<file path="src/rtl/dlb_pkg.sv">
// ----------------------------------------------------------------------------
// dlb_pkg
// shared types, constants and helpers of the daylight lamp brightness unit
// ----------------------------------------------------------------------------
package dlb_pkg;

    localparam int NOON_MINUTE      = 720;
    localparam int FADE_MINUTES     = 30;
    localparam int MIN_PER_HOUR     = 60;
    localparam int RESULT_CAP       = 32;
    localparam int FRAC_BITS        = 16;
    localparam int MAX_DAY_LAMPS_DEF   = 16;
    localparam int MAX_NIGHT_LAMPS_DEF = 16;
    localparam int QUEUE_DEPTH_DEF  = 2;

    // lamp counts up to the result cap
    localparam int CNT_W = 6;

    // shared divider sizing
    localparam int DIV_NUM_W = 36;
    localparam int DIV_DEN_W = 11;

    // reciprocal of the fade length, exact for products below 8192
    localparam int RECIP30       = 8739;
    localparam int RECIP30_SHIFT = 18;

    // register indexes
    localparam logic [2:0] REG_SUNRISE     = 3'd0;
    localparam logic [2:0] REG_SUNSET      = 3'd1;
    localparam logic [2:0] REG_MAX_BRIGHT  = 3'd2;
    localparam logic [2:0] REG_NIGHT_BRIGHT = 3'd3;
    localparam logic [2:0] REG_NIGHT_COLOR = 3'd4;
    localparam logic [2:0] REG_DAY_COUNT   = 3'd5;
    localparam logic [2:0] REG_NIGHT_COUNT = 3'd6;

    localparam logic [10:0] SUNRISE_RESET = 11'd360;
    localparam logic [10:0] SUNSET_RESET  = 11'd1080;

    typedef struct packed {
        logic [4:0] hour;
        logic [5:0] minute;
        logic       shutdown;
    } dlb_in_t;

    typedef struct packed {
        logic       lamp_group;
        logic [3:0] lamp_index;
        logic [7:0] level;
        logic       switch_off;
        logic [7:0] red;
        logic [7:0] green;
        logic [7:0] blue;
        logic       last;
    } dlb_out_t;

    typedef struct packed {
        logic [10:0] sunrise_minute;
        logic [10:0] sunset_minute;
        logic [7:0]  max_brightness;
        logic [7:0]  night_brightness;
        logic [23:0] night_color;
        logic [4:0]  day_lamp_count;
        logic [4:0]  night_lamp_count;
    } dlb_cfg_t;

    // one time item, classified and ready to be expanded into commands
    typedef struct packed {
        logic             shutdown;
        logic [CNT_W-1:0] day_cnt;
        logic [CNT_W-1:0] night_cnt;
        logic             a_ok;
        logic [4:0]       a_idx;
        logic [7:0]       a_lvl;
        logic             b_ok;
        logic [4:0]       b_idx;
        logic [7:0]       b_lvl;
        logic [7:0]       night_lvl;
        logic [23:0]      color;
    } dlb_job_t;

    // floor(x / 30) for x below 7680
    function automatic logic [7:0] div30(input logic [12:0] x);
        logic [26:0] p;
        p = 27'(x) * 27'(RECIP30);
        return p[RECIP30_SHIFT+7:RECIP30_SHIFT];
    endfunction

endpackage

</file>
<file path="src/rtl/daylight_lamp_brightness_unit.sv">
// ----------------------------------------------------------------------------
// daylight_lamp_brightness_unit
// turns time of day items into day and night lamp commands
// ----------------------------------------------------------------------------
//  channel   direction  handshake               payload
//  time      in         time_valid/time_ready   time_item (hour, minute, shutdown)
//  cmd       out        cmd_valid/cmd_ready     cmd_item (one lamp command)
//  config    in         apb psel/penable        paddr, pwdata, prdata
//
//  a time item passes through the front in order: the minute of day,
//  operand set up, the two radix-4 dividers (18 steps each), the lamp
//  level multiplies, and the push of the job into the queue
//  the back sends one lamp command per cycle while cmd_ready is high,
//  up to 32 for one time item, and the front already works on the next one
//  reset is asynchronous and clears all control state, registers take
//  their documented reset values
//  a stalled cmd side fills the two-entry job queue, holds the front in
//  its push state, then fills the input buffer, and only then drops
//  time_ready
// ----------------------------------------------------------------------------
module daylight_lamp_brightness_unit
    import dlb_pkg::*;
#(
    parameter int MAX_DAY_LAMPS   = MAX_DAY_LAMPS_DEF,
    parameter int MAX_NIGHT_LAMPS = MAX_NIGHT_LAMPS_DEF,
    parameter int QUEUE_DEPTH     = QUEUE_DEPTH_DEF
)
(
    input  logic        clk,
    input  logic        rst_n,
    // config port
    input  logic        psel,
    input  logic        penable,
    input  logic        pwrite,
    input  logic [4:0]  paddr,
    input  logic [31:0] pwdata,
    output logic [31:0] prdata,
    output logic        pready,
    // time items
    input  logic        time_valid,
    output logic        time_ready,
    input  dlb_in_t     time_item,
    // lamp commands
    output logic        cmd_valid,
    input  logic        cmd_ready,
    output dlb_out_t    cmd_item
);

    dlb_cfg_t   cfg_reg;
    logic       wr_en;
    logic [2:0] reg_idx;

    assign pready  = 1'b1;
    assign reg_idx = paddr[4:2];
    assign wr_en   = psel && penable && pwrite && pready;

    // register writes, unknown indexes fall through
    always_ff @(posedge clk or negedge rst_n)
    begin
        if (!rst_n)
        begin
            cfg_reg.sunrise_minute   <= SUNRISE_RESET;
            cfg_reg.sunset_minute    <= SUNSET_RESET;
            cfg_reg.max_brightness   <= '0;
            cfg_reg.night_brightness <= '0;
            cfg_reg.night_color      <= '0;
            cfg_reg.day_lamp_count   <= '0;
            cfg_reg.night_lamp_count <= '0;
        end
        else if (wr_en)
        begin
            case (reg_idx)
                REG_SUNRISE:      cfg_reg.sunrise_minute   <= pwdata[10:0];
                REG_SUNSET:       cfg_reg.sunset_minute    <= pwdata[10:0];
                REG_MAX_BRIGHT:   cfg_reg.max_brightness   <= pwdata[7:0];
                REG_NIGHT_BRIGHT: cfg_reg.night_brightness <= pwdata[7:0];
                REG_NIGHT_COLOR:  cfg_reg.night_color      <= pwdata[23:0];
                REG_DAY_COUNT:    cfg_reg.day_lamp_count   <= pwdata[4:0];
                REG_NIGHT_COUNT:  cfg_reg.night_lamp_count <= pwdata[4:0];
                default:          ;
            endcase
        end
    end

    // register readback
    always_comb
    begin
        case (reg_idx)
            REG_SUNRISE:      prdata = 32'(cfg_reg.sunrise_minute);
            REG_SUNSET:       prdata = 32'(cfg_reg.sunset_minute);
            REG_MAX_BRIGHT:   prdata = 32'(cfg_reg.max_brightness);
            REG_NIGHT_BRIGHT: prdata = 32'(cfg_reg.night_brightness);
            REG_NIGHT_COLOR:  prdata = 32'(cfg_reg.night_color);
            REG_DAY_COUNT:    prdata = 32'(cfg_reg.day_lamp_count);
            REG_NIGHT_COUNT:  prdata = 32'(cfg_reg.night_lamp_count);
            default:          prdata = '0;
        endcase
    end

    // front classifies, queue decouples, back expands
    logic     fq_valid, fq_ready, qb_valid, qb_ready;
    dlb_job_t fq_job, qb_job;

    dlb_front #(
        .MAX_DAY_LAMPS   (MAX_DAY_LAMPS),
        .MAX_NIGHT_LAMPS (MAX_NIGHT_LAMPS)
    ) u_front (
        .clk        (clk),
        .rst_n      (rst_n),
        .cfg        (cfg_reg),
        .time_valid (time_valid),
        .time_ready (time_ready),
        .time_item  (time_item),
        .job_valid  (fq_valid),
        .job_ready  (fq_ready),
        .job        (fq_job)
    );

    dlb_queue #(.DEPTH(QUEUE_DEPTH)) u_queue (
        .clk        (clk),
        .rst_n      (rst_n),
        .push_valid (fq_valid),
        .push_ready (fq_ready),
        .push_job   (fq_job),
        .pop_valid  (qb_valid),
        .pop_ready  (qb_ready),
        .pop_job    (qb_job)
    );

    dlb_back u_back (
        .clk       (clk),
        .rst_n     (rst_n),
        .job_valid (qb_valid),
        .job_ready (qb_ready),
        .job       (qb_job),
        .cmd_valid (cmd_valid),
        .cmd_ready (cmd_ready),
        .cmd_item  (cmd_item)
    );

endmodule

</file>
<file path="src/rtl/dlb_div.sv">
// ----------------------------------------------------------------------------
// dlb_div
// unsigned restoring divider, two quotient bits per cycle
// ----------------------------------------------------------------------------
module dlb_div
    import dlb_pkg::*;
#(
    parameter int NUM_W = DIV_NUM_W,
    parameter int DEN_W = DIV_DEN_W
)
(
    input  logic             clk,
    input  logic             rst_n,
    input  logic             start,
    input  logic [NUM_W-1:0] num,
    input  logic [DEN_W-1:0] den,
    output logic             done,
    output logic [NUM_W-1:0] quo
);

    localparam int STEPS = NUM_W / 2;
    localparam int STEP_W = $clog2(STEPS + 1);

    logic [NUM_W-1:0]  quo_reg, quo_next;
    logic [DEN_W:0]    rem_reg, rem_next;
    logic [DEN_W-1:0]  den_reg;
    logic [STEP_W-1:0] cnt_reg;
    logic              busy_reg;
    logic              done_reg;

    always_comb
    begin
        quo_next = quo_reg;
        rem_next = rem_reg;
        for (int i = 0; i < 2; i++)
        begin
            rem_next = {rem_next[DEN_W-1:0], quo_next[NUM_W-1]};
            quo_next = {quo_next[NUM_W-2:0], 1'b0};
            if (rem_next >= {1'b0, den_reg})
            begin
                rem_next    = rem_next - {1'b0, den_reg};
                quo_next[0] = 1'b1;
            end
        end
    end

    always_ff @(posedge clk or negedge rst_n)
    begin
        if (!rst_n)
        begin
            busy_reg <= 1'b0;
            done_reg <= 1'b0;
            cnt_reg  <= '0;
        end
        else if (start)
        begin
            busy_reg <= 1'b1;
            done_reg <= 1'b0;
            cnt_reg  <= STEP_W'(STEPS);
        end
        else if (busy_reg)
        begin
            cnt_reg <= cnt_reg - 1'b1;
            if (cnt_reg == STEP_W'(1))
            begin
                busy_reg <= 1'b0;
                done_reg <= 1'b1;
            end
        end
    end

    always_ff @(posedge clk)
    begin
        if (start)
        begin
            quo_reg <= num;
            rem_reg <= '0;
            den_reg <= den;
        end
        else if (busy_reg)
        begin
            quo_reg <= quo_next;
            rem_reg <= rem_next;
        end
    end

    assign done = done_reg;
    assign quo  = quo_reg;

endmodule

</file>
<file path="src/rtl/dlb_front.sv">
// ----------------------------------------------------------------------------
// dlb_front
// takes time items, works out brightness, sun position and night fade
// ----------------------------------------------------------------------------
module dlb_front
    import dlb_pkg::*;
#(
    parameter int MAX_DAY_LAMPS   = MAX_DAY_LAMPS_DEF,
    parameter int MAX_NIGHT_LAMPS = MAX_NIGHT_LAMPS_DEF
)
(
    input  logic     clk,
    input  logic     rst_n,
    input  dlb_cfg_t cfg,
    input  logic     time_valid,
    output logic     time_ready,
    input  dlb_in_t  time_item,
    output logic     job_valid,
    input  logic     job_ready,
    output dlb_job_t job
);

    localparam logic [2:0] ST_IDLE = 3'd0;
    localparam logic [2:0] ST_LOAD = 3'd1;
    localparam logic [2:0] ST_DIV  = 3'd2;
    localparam logic [2:0] ST_MUL  = 3'd3;
    localparam logic [2:0] ST_PUSH = 3'd4;

    logic [2:0] state_reg, state_next;
    logic       buf_valid_reg;
    dlb_in_t    buf_reg;
    logic [10:0] m_reg;
    logic        sd_reg;

    // lamp limits
    logic [CNT_W-1:0] lamps;
    logic [CNT_W-1:0] nights;
    assign lamps = (6'(cfg.day_lamp_count) > 6'(MAX_DAY_LAMPS))
                 ? 6'(MAX_DAY_LAMPS) : 6'(cfg.day_lamp_count);
    assign nights = (6'(cfg.night_lamp_count) > 6'(MAX_NIGHT_LAMPS))
                  ? 6'(MAX_NIGHT_LAMPS) : 6'(cfg.night_lamp_count);

    // brightness operands
    logic        case_a, case_b;
    logic [10:0] span, bden_raw;
    logic [18:0] bprod;
    logic [DIV_NUM_W-1:0] bnum;
    logic [DIV_DEN_W-1:0] bden;
    assign case_a = (m_reg <= 11'(NOON_MINUTE)) && (m_reg > cfg.sunrise_minute);
    assign case_b = (m_reg > 11'(NOON_MINUTE)) && (m_reg < cfg.sunset_minute);
    assign span = case_a ? m_reg - cfg.sunrise_minute : cfg.sunset_minute - m_reg;
    assign bden_raw = case_a ? 11'(NOON_MINUTE) - cfg.sunrise_minute
                             : cfg.sunset_minute - 11'(NOON_MINUTE);
    assign bprod = 19'(cfg.max_brightness) * 19'(span);
    assign bnum = (case_a || case_b) ? DIV_NUM_W'({bprod, 16'd0}) : '0;
    assign bden = (case_a || case_b) ? bden_raw : DIV_DEN_W'(1);

    // sun position operands, sign and magnitude
    logic        d_pos, m_pos, valid_u;
    logic [10:0] dmag, mmag;
    logic [16:0] uprod;
    logic [DIV_NUM_W-1:0] unum;
    logic [DIV_DEN_W-1:0] uden;
    assign d_pos = cfg.sunset_minute >= cfg.sunrise_minute;
    assign m_pos = m_reg >= cfg.sunrise_minute;
    assign dmag = d_pos ? cfg.sunset_minute - cfg.sunrise_minute
                        : cfg.sunrise_minute - cfg.sunset_minute;
    assign mmag = m_pos ? m_reg - cfg.sunrise_minute : cfg.sunrise_minute - m_reg;
    assign valid_u = (lamps > 6'd1) && (dmag != 11'd0);
    assign uprod = 17'(mmag) * 17'(lamps - 6'd1);
    assign unum = valid_u ? DIV_NUM_W'({uprod, 16'd0}) : '0;
    assign uden = valid_u ? dmag : DIV_DEN_W'(1);

    // night window and fade factors
    logic [11:0] mp30;
    logic        near_set, early, fade1, fade2;
    logic [10:0] k1, k2;
    logic [4:0]  f1, f2;
    assign mp30 = {1'b0, m_reg} + 12'(FADE_MINUTES);
    assign near_set = mp30 > {1'b0, cfg.sunset_minute};
    assign early = mp30 < {1'b0, cfg.sunrise_minute};
    assign fade1 = near_set && (cfg.sunset_minute > m_reg);
    assign fade2 = ({1'b0, m_reg} < {1'b0, cfg.sunrise_minute} + 12'(FADE_MINUTES))
                && (m_reg > cfg.sunrise_minute);
    assign k1 = cfg.sunset_minute - m_reg;
    assign k2 = m_reg - cfg.sunrise_minute;
    assign f1 = fade1 ? 5'(FADE_MINUTES) - k1[4:0] : 5'(FADE_MINUTES);
    assign f2 = fade2 ? 5'(FADE_MINUTES) - k2[4:0] : 5'(FADE_MINUTES);

    logic        valid_u_reg, neg_reg, night_en_reg;
    logic [4:0]  f2_reg;
    logic [12:0] p1_reg, p2_reg;
    logic [7:0]  l1_reg, l2_reg;

    // dividers
    logic start;
    logic done_b, done_u;
    logic [DIV_NUM_W-1:0] quo_b, quo_u;
    assign start = (state_reg == ST_LOAD);

    dlb_div #(.NUM_W(DIV_NUM_W), .DEN_W(DIV_DEN_W)) u_div_bright (
        .clk   (clk),
        .rst_n (rst_n),
        .start (start),
        .num   (bnum),
        .den   (bden),
        .done  (done_b),
        .quo   (quo_b)
    );

    dlb_div #(.NUM_W(DIV_NUM_W), .DEN_W(DIV_DEN_W)) u_div_pos (
        .clk   (clk),
        .rst_n (rst_n),
        .start (start),
        .num   (unum),
        .den   (uden),
        .done  (done_u),
        .quo   (quo_u)
    );

    // job assembly
    logic [23:0] bri;
    logic        dlc_zero, day_en;
    logic [CNT_W-1:0] day_cnt, room, ncap;
    logic [19:0] hi;
    logic [15:0] lo;
    logic [16:0] fa;
    logic [40:0] pa;
    logic [39:0] pb;
    dlb_job_t    job_reg, job_new;

    assign bri = quo_b[23:0];
    assign dlc_zero = (cfg.day_lamp_count == 5'd0);
    assign day_en = (bri != 24'd0) || sd_reg;
    assign day_cnt = (dlc_zero || !day_en) ? '0 : lamps;
    assign room = 6'(RESULT_CAP) - day_cnt;
    assign ncap = (nights > room) ? room : nights;
    assign hi = quo_u[DIV_NUM_W-1:FRAC_BITS];
    assign lo = quo_u[FRAC_BITS-1:0];
    assign fa = 17'h10000 - {1'b0, lo};
    assign pa = 41'(fa) * 41'(bri);
    assign pb = 40'(lo) * 40'(bri);

    always_comb
    begin
        job_new           = '0;
        job_new.shutdown  = sd_reg;
        job_new.day_cnt   = day_cnt;
        job_new.night_cnt = (dlc_zero || !night_en_reg) ? '0 : ncap;
        job_new.a_ok      = valid_u_reg && (neg_reg ? (hi == 20'd0) : (hi < 20'(lamps)));
        job_new.a_idx     = neg_reg ? 5'd0 : hi[4:0];
        job_new.a_lvl     = pa[39:32];
        job_new.b_ok      = valid_u_reg && !neg_reg && (hi < 20'(lamps - 6'd1));
        job_new.b_idx     = hi[4:0] + 5'd1;
        job_new.b_lvl     = pb[39:32];
        job_new.night_lvl = l2_reg;
        job_new.color     = cfg.night_color;
    end

    logic job_has;
    assign job_has = (job_reg.day_cnt != '0) || (job_reg.night_cnt != '0);

    always_comb
    begin
        state_next = state_reg;
        case (state_reg)
            ST_IDLE:
                if (buf_valid_reg)
                    state_next = ST_LOAD;
            ST_LOAD:
                state_next = ST_DIV;
            ST_DIV:
                if (done_b && done_u)
                    state_next = ST_MUL;
            ST_MUL:
                state_next = ST_PUSH;
            ST_PUSH:
                if (!job_has || job_ready)
                    state_next = ST_IDLE;
            default:
                state_next = ST_IDLE;
        endcase
    end

    always_ff @(posedge clk or negedge rst_n)
    begin
        if (!rst_n)
        begin
            state_reg     <= ST_IDLE;
            buf_valid_reg <= 1'b0;
        end
        else
        begin
            state_reg <= state_next;
            if (time_valid && time_ready)
                buf_valid_reg <= 1'b1;
            else if (state_reg == ST_IDLE && buf_valid_reg)
                buf_valid_reg <= 1'b0;
        end
    end

    always_ff @(posedge clk)
    begin
        if (time_valid && time_ready)
            buf_reg <= time_item;
        if (state_reg == ST_IDLE && buf_valid_reg)
        begin
            m_reg  <= 11'(buf_reg.hour) * 11'(MIN_PER_HOUR) + 11'(buf_reg.minute);
            sd_reg <= buf_reg.shutdown;
        end
        if (state_reg == ST_LOAD)
        begin
            valid_u_reg  <= valid_u;
            neg_reg      <= (!m_pos) ^ (!d_pos);
            night_en_reg <= near_set || early || sd_reg;
            f2_reg       <= f2;
            p1_reg       <= 13'(cfg.night_brightness) * 13'(f1);
        end
        // fade chain settles while the dividers run
        l1_reg <= div30(p1_reg);
        p2_reg <= 13'(l1_reg) * 13'(f2_reg);
        l2_reg <= div30(p2_reg);
        if (state_reg == ST_MUL)
            job_reg <= job_new;
    end

    assign time_ready = !buf_valid_reg;
    assign job_valid  = (state_reg == ST_PUSH) && job_has;
    assign job        = job_reg;

endmodule

</file>
<file path="src/rtl/dlb_queue.sv">
// ----------------------------------------------------------------------------
// dlb_queue
// short job queue between front and back
// ----------------------------------------------------------------------------
module dlb_queue
    import dlb_pkg::*;
#(
    parameter int DEPTH = QUEUE_DEPTH_DEF
)
(
    input  logic     clk,
    input  logic     rst_n,
    input  logic     push_valid,
    output logic     push_ready,
    input  dlb_job_t push_job,
    output logic     pop_valid,
    input  logic     pop_ready,
    output dlb_job_t pop_job
);

    localparam int PTR_W = (DEPTH > 1) ? $clog2(DEPTH) : 1;

    dlb_job_t         entry_reg [DEPTH];
    logic [PTR_W-1:0] wr_ptr_reg, rd_ptr_reg;
    logic [PTR_W:0]   count_reg;
    logic             do_push, do_pop;

    assign push_ready = (count_reg != (PTR_W+1)'(DEPTH));
    assign pop_valid  = (count_reg != '0);
    assign do_push    = push_valid && push_ready;
    assign do_pop     = pop_valid && pop_ready;
    assign pop_job    = entry_reg[rd_ptr_reg];

    always_ff @(posedge clk or negedge rst_n)
    begin
        if (!rst_n)
        begin
            wr_ptr_reg <= '0;
            rd_ptr_reg <= '0;
            count_reg  <= '0;
        end
        else
        begin
            if (do_push)
                wr_ptr_reg <= (wr_ptr_reg == PTR_W'(DEPTH - 1)) ? '0 : wr_ptr_reg + 1'b1;
            if (do_pop)
                rd_ptr_reg <= (rd_ptr_reg == PTR_W'(DEPTH - 1)) ? '0 : rd_ptr_reg + 1'b1;
            if (do_push && !do_pop)
                count_reg <= count_reg + 1'b1;
            else if (do_pop && !do_push)
                count_reg <= count_reg - 1'b1;
        end
    end

    always_ff @(posedge clk)
    begin
        if (do_push)
            entry_reg[wr_ptr_reg] <= push_job;
    end

endmodule

</file>
<file path="src/rtl/dlb_back.sv">
// ----------------------------------------------------------------------------
// dlb_back
// expands one job into its day and night lamp commands
// ----------------------------------------------------------------------------
module dlb_back
    import dlb_pkg::*;
(
    input  logic     clk,
    input  logic     rst_n,
    input  logic     job_valid,
    output logic     job_ready,
    input  dlb_job_t job,
    output logic     cmd_valid,
    input  logic     cmd_ready,
    output dlb_out_t cmd_item
);

    logic [CNT_W-1:0] cnt_reg;
    logic [CNT_W-1:0] total, night_idx;
    logic             cmd_valid_reg;
    dlb_out_t         cmd_reg, cmd_new;
    logic             load, is_last, is_day;

    assign total     = job.day_cnt + job.night_cnt;
    assign is_last   = (cnt_reg == total - 1'b1);
    assign is_day    = (cnt_reg < job.day_cnt);
    assign night_idx = cnt_reg - job.day_cnt;
    assign load      = job_valid && (!cmd_valid_reg || cmd_ready);
    assign job_ready = load && is_last;

    always_comb
    begin
        cmd_new            = '0;
        cmd_new.switch_off = job.shutdown;
        cmd_new.last       = is_last;
        if (is_day)
        begin
            cmd_new.lamp_group = 1'b0;
            cmd_new.lamp_index = cnt_reg[3:0];
            if (job.a_ok && cnt_reg[4:0] == job.a_idx)
                cmd_new.level = job.a_lvl;
            else if (job.b_ok && cnt_reg[4:0] == job.b_idx)
                cmd_new.level = job.b_lvl;
        end
        else
        begin
            cmd_new.lamp_group = 1'b1;
            cmd_new.lamp_index = night_idx[3:0];
            cmd_new.level      = job.night_lvl;
            cmd_new.red        = job.color[23:16];
            cmd_new.green      = job.color[15:8];
            cmd_new.blue       = job.color[7:0];
        end
    end

    always_ff @(posedge clk or negedge rst_n)
    begin
        if (!rst_n)
        begin
            cnt_reg       <= '0;
            cmd_valid_reg <= 1'b0;
        end
        else
        begin
            if (load)
                cnt_reg <= is_last ? '0 : cnt_reg + 1'b1;
            if (load)
                cmd_valid_reg <= 1'b1;
            else if (cmd_ready)
                cmd_valid_reg <= 1'b0;
        end
    end

    always_ff @(posedge clk)
    begin
        if (load)
            cmd_reg <= cmd_new;
    end

    assign cmd_valid = cmd_valid_reg;
    assign cmd_item  = cmd_reg;

endmodule

</file>
<file path="config.mk">
export PLATFORM = sky130hd
export DESIGN_NAME = daylight_lamp_brightness_unit
export DESIGN_NICKNAME = d
export VERILOG_FILES = /design/src/rtl/dlb_pkg.sv /design/src/rtl/daylight_lamp_brightness_unit.sv /design/src/rtl/dlb_div.sv /design/src/rtl/dlb_front.sv /design/src/rtl/dlb_queue.sv /design/src/rtl/dlb_back.sv
export SDC_FILE = /design/constraint.sdc
export NUM_CORES = 2
export LEC_CHECK = 0
export BUFFER_PORTS_ARGS = -buffer_cell sky130_fd_sc_hd__buf_2
export CORE_MARGIN = 2
export CORE_UTILIZATION = 59
export DETAILED_ROUTE_END_ITERATION = 7
export HOLD_SLACK_MARGIN = 0.1
export PLACE_DENSITY = 0.87
export SKIP_CTS_REPAIR_TIMING = 1
export SLEW_MARGIN = 30
export SYNTH_ARGS = -nofsm -noshare
export SYNTH_HDL_FRONTEND = slang
export SYNTH_SLANG_ARGS = --single-unit
</file>
<file path="constraint.sdc">
create_clock -name clk -period 8.18 [get_ports clk]
set_clock_uncertainty 0.2 [all_clocks]
set_input_delay 1.636 -clock clk [delete_from_list [all_inputs] [get_ports clk]]
set_output_delay 1.636 -clock clk [all_outputs]
set_load 0.02 [all_outputs]
</file>
# Word level (Yosys, flattened, before mapping)
# Memories as Yosys holds them, arrays and structs flattened.
# Index checks and enable logic that the tools add are counted.
# op_classes
add_sub_neg,31
bitwise_logic,1
n_reduce_logical,67
muxes,59
eq_ne,19
multipliers,9
n_lt_le_gt_ge,21
# op_table
operator,count
$pmux 24 s7,1
$mux 36,4
$sub 11x11->11,9
$mux 11,8
$mul 13x14->26 const B,2
$ge 12x11->1,4
$mul 16x24->40,1
$mul 17x24->40,1
$mux 35,1
$mux 5,7
$mux 33,1
$mul 8x5->13,2
$mux 1,25
$add 11x5->12 const B,2
$reduce_bool 24->1,1
$ge 11x11->1,2
$gt 11x11->1,2
$logic_and 1x1->1,22
$logic_not 20->1,1
$lt 20x20->1,1
$lt 20x6->1,1
$mul 8x11->19,1
$mux 6,3
$reduce_and 2->1,9
50 further kinds,96
# word_totals
register_bits,403
inputBits,56
memories,1
output_inout_bits,74
word_cells,266
ramBits,146
# mem_list
name,words,width,rd,rd_clocked_by_memory_dff,wr,line,source
u_queue.entry_reg,2,73,1,0,1,dlb_queue.sv:23,dlb_job_t entry_reg [DEPTH];

# Depth between registers and ports, before layout
# An unclocked memory read counts as a cell.
# logic_depth
word_depth,9
depth_mapped,34
ltp_nobuf,31

# Hierarchy
# From an unflattened synthesis, not the netlist that was laid out.
# hier_totals
cells_unflattened,6363
area_unflattened_um2,64175.3
# by_module_without_submodules
module,area_per_inst_um2,instances,seq_area_each_um2,cells_per_inst
dlb_front,44695.4,1,4194.0,4952
dlb_div,3836.2,2,1806.7,345
dlb_queue,5709.2,1,4484.3,245
daylight_lamp_brightness_unit,3500.9,1,1811.7,263
dlb_back,2597.5,1,1346.3,213

# Worst setup path before layout
# Ideal clock, no wire load.
# synth_timing
path_type,register -> register
from,reg cfg_reg[64] in the netlist's numbering
to,reg u_front.u_div_pos.quo_reg[32] (netlist: u_front.u_div_pos.quo[32]) (data pin)
stages_incl_launch_ff,30
path_buffers,3
arrival_ps,8073
setup_ps,268
required_ps,7712
path_slack_ps,-361
period_less_slack_ps,8541
cell_sequence,dfstp_2 > clkbuf_1 > inv_1 > ha_1 > buf_2 > and3_1 > a2111o_1 > a21oi_1 > o21ai_0 > a21oi_2 > buf_2 > mux2i_1 > xor2_1 > and2_1 > fa_1 > fa_1 > fa_1 > fa_1 > inv_1 > fa_1 > inv_1 > ha_1 > and2_1 > a31oi_1 > o21ai_0 > o41ai_1 > o21ba_2 > o21bai_1 > xnor3_1 > o31ai_2
# synth_between
elab_chain_cells,6
word_cells_on_any_way,13
classes_between,4 x add/sub; 1 x mul; 2 x order compare; 4 x mux; 2 x reduce/logical
# synth_lines
element,line,source
"start, declared",daylight_lamp_brightness_unit.sv:49,dlb_cfg_t cfg_reg;
branches (longest 4 deep; another with $mul 11x17->17),--,
$mux 33 *,dlb_front.sv:71,"assign unum = valid_u ? DIV_NUM_W'({uprod, 16'd0}) : '0;"
$mux 36 *,dlb_div.sv:74,if (start)
"end signal, assigned",dlb_div.sv:76,quo_reg <= num;
"end signal, assigned",dlb_div.sv:82,quo_reg <= quo_next;
"end, declared",dlb_div.sv:24,"logic [NUM_W-1:0] quo_reg, quo_next;"
# Every way passes the cells marked *.
# A chain may end at the register's enable or synchronous reset.

==> flow_summary.yaml <==
synth:
  yosysSeqAreaShare_pct: 24.1
  synth.most_common_cell: "inv_1"
  async_flop_share_pct: 18.5
  avgSynthCellArea_sq_um: 9.82
  ys_types: 94
  ys_warn_count: 0
  yosys-top-cells-count: "inv_1 (1268), fa_1 (856), nand2_1 (812)"
  synth_area_sq_mm: 0.0639
  synthCells: 6502
  ys.flop_type: "edfxtp_1"
  netlist.area_leader.share_pct: 26.8
  synth-seq-cells: 546
  synth-edff-count: 394
  netlist_top_cells_area: "fa_1 (27%), edfxtp_1 (19%), ha_1 (13%)"
  synth_top_area_cell: "fa_1"
global_routing:
  gr-total-overflow: 0
  grt_max_degree: 89
  met2_usage_pct: 50.8
  grt.busiest_layer: "met2"
  antenna_found_initial: 3
  gr-usage-met1_pct: 35.8
  use_met3_pct: 4.74
  globalRouteTotalUtil_pct: 29.2
  grt_pass1_vias: 50600
  grt_pass1_wl_um: 260000
setup_path:
  crit_path_start_kind: "register"
  cp-end-kind: "register"
  required_ns: 8.39
  crit_type: "register to register"
  path_max_fanout: 20
  worstPathArrival_ns: 8.20
  rrSetupSlack_ns: 0.19
placement:
  dp_hpwl_um: 120000
  port_buffers: 110
  post_dp_cell_area_sq_mm: 0.0665
  place_congestion: 0.968
detailed_routing:
  post_drt_wl_per_cell_um: 19.8
  route.detailed.drc: 1
  vias: 46900
  first_iter_violations: 4211
  firstDrtPassIters: 8
  drt_wl_total_um: 159000
  vias_per_cell: 5.84
  ant_nets: 0
clock_tree:
  cts_root_buffer: "clkbuf_16"
  cts_buffer_depth: 3
  clk_pin_slew_ns: 0.06
  numCtsBuffers: 57
  cts_tree: "done"
  h-tree-depth: 2
  clk_latency_ns: 0.67
  cts.sinks: 546
finish:
  largest_reg_flops: 144
  nets: 8174
  synthToLayoutAreaGrowth_pct: 7.66
  fin_area_sq_mm: 0.0688
  drive_gt1_share_pct: 8.07
floorplanning:
  die_x_um: 333
  pin_count: 130
  start_util_pct: 59.6
  core_sq_mm: 0.107
  die_h_um: 333
  design.die.area_sq_mm: 0.111
  rows: 120
timing:
  max-slew-margin-rel_pct: 32.8
  max_freq_mhz: 125
  rsz0062_at_grt: "true"
  timing.final.crit_share_pct: 97.7
  hold_violations: 0
  fin_setup_tns_ns: 0
  tightest_slew_ns: 1.01
  slew_violations: 0
  fin_crit_ns: 7.99
  setup_viol: 0
min_path:
  min_path_type: "register to register"
run:
  max_cap_violations: 0
outcome:
  status: "finished with violations"
  violations: "DRC"
==> cell usage in the layout (no fill, tap or decap), types with 92 or more instances in the layout <==
cell	instances
nand2_1	812
a21oi_1	182
and2_1	362
buf_2	109
mux2i_1	111
nor2_1	240
ha_1	677
inv_1	1268
buf_4	170
fa_1	855
xnor2_1	174
o21ai_0	145
dfrtp_1	92
edfxtp_1	394
==> cell families (layout without fill, tap and decap cells) <==
logic type / after synthesis / in the layout / synth area share (%)
buffers and inverters: 1542 / 1663 / 9.18
AND/OR/NAND/NOR: 1764 / 1764 / 13.1
flip-flops: 546 / 546 / 24.1
adder cells (fa/ha/maj): 1535 / 1535 / 40.1
XOR/XNOR: 253 / 253 / 3.49
AO/OA/AOI/OAI: 668 / 668 / 6.73
other: 2 / 12 / 0.0118
multiplexers: 192 / 192 / 3.27
==> final cells by class <==
class	count	area (sq um)
multi-input cells	4422	42900
fillers	7641	38400
flip-flops and latches	546	15400
inverters	1270	4770
repair buffers	286	1920
well taps	1403	1760
clock buffers	74	1600
clock inverters	33	404
diodes	2	5.00
==> per-stage QoR <==
step / hold WS (ns) / cells / setup WS [ns] / utilization, %
6_report: 0.212 / 8036 / 0.189 / 64.1
5_1_grt: 0.216 / 8036 / -0.0661 / 64.1
4_1_cts: 0.210 / 8032 / -0.355 / 63.9
3_5_place_dp: 0.189 / 7925 / -0.327 / 62.1
3_3_place_gp: 0.191 / 7924 / -0.0484 / 62.0
2_1_floorplan: 0.186 / 6510 / 0.0100 / -
==> worst max-delay path, stage by stage (launching register included) <==
cell,delay (ns)
edfxtp_1,0.39
or4_4,0.60
nor4_2,0.21
nand2_1,0.19
nor3_1,0.22
xnor2_1,0.32
buf_4,0.36
nand2_1,0.10
fa_1,0.48
inv_1,0.06
fa_1,0.55
fa_1,0.43
fa_1,0.46
fa_1,0.49
inv_1,0.05
fa_1,0.47
inv_1,0.05
ha_1,0.21
a211oi_2,0.23
o211ai_1,0.14
a221o_1,0.43
a31oi_1,0.21
buf_4,0.20
o21ai_2,0.11
o41ai_4,0.33
o21bai_1,0.13
xnor2_1,0.14
==> per-layer routing <==
layer  share of wire (%)  up-vias
li1                    -    20700
met1                  37    23200
met2                  49     2339
met3                 8.4      621
met4                 5.0        4
met5               0.016        -
==> final timing paths <==
| check | from | endpoint | cells past startpoint |
|---|---|---|---|
| worst min register to register | u_front.l2_reg[1]$_DFF_P_ | u_front.job[25]$_DFFE_PP_ | 0 |
| worst max register to register | u_front.u_div_pos.quo[2]$_SDFFCE_PP0P_ | u_front.job[53]$_DFFE_PP_ | 26 |
| max in group asynchronous | rst_n | u_front.u_div_bright.cnt_reg[1]$_DFFE_PN0P_ | 2 |
| min in group asynchronous | rst_n | cfg_reg[22]$_DFFE_PN0P_ | 1 |
| worst min-delay path | u_front.l2_reg[1]$_DFF_P_ | u_front.job[25]$_DFFE_PP_ | 0 |
| worst max-delay path | u_front.u_div_pos.quo[2]$_SDFFCE_PP0P_ | u_front.job[53]$_DFFE_PP_ | 26 |
Power is not shown: default switching activity piles up to over one toggle a cycle in this logic, so the estimate is an artifact.
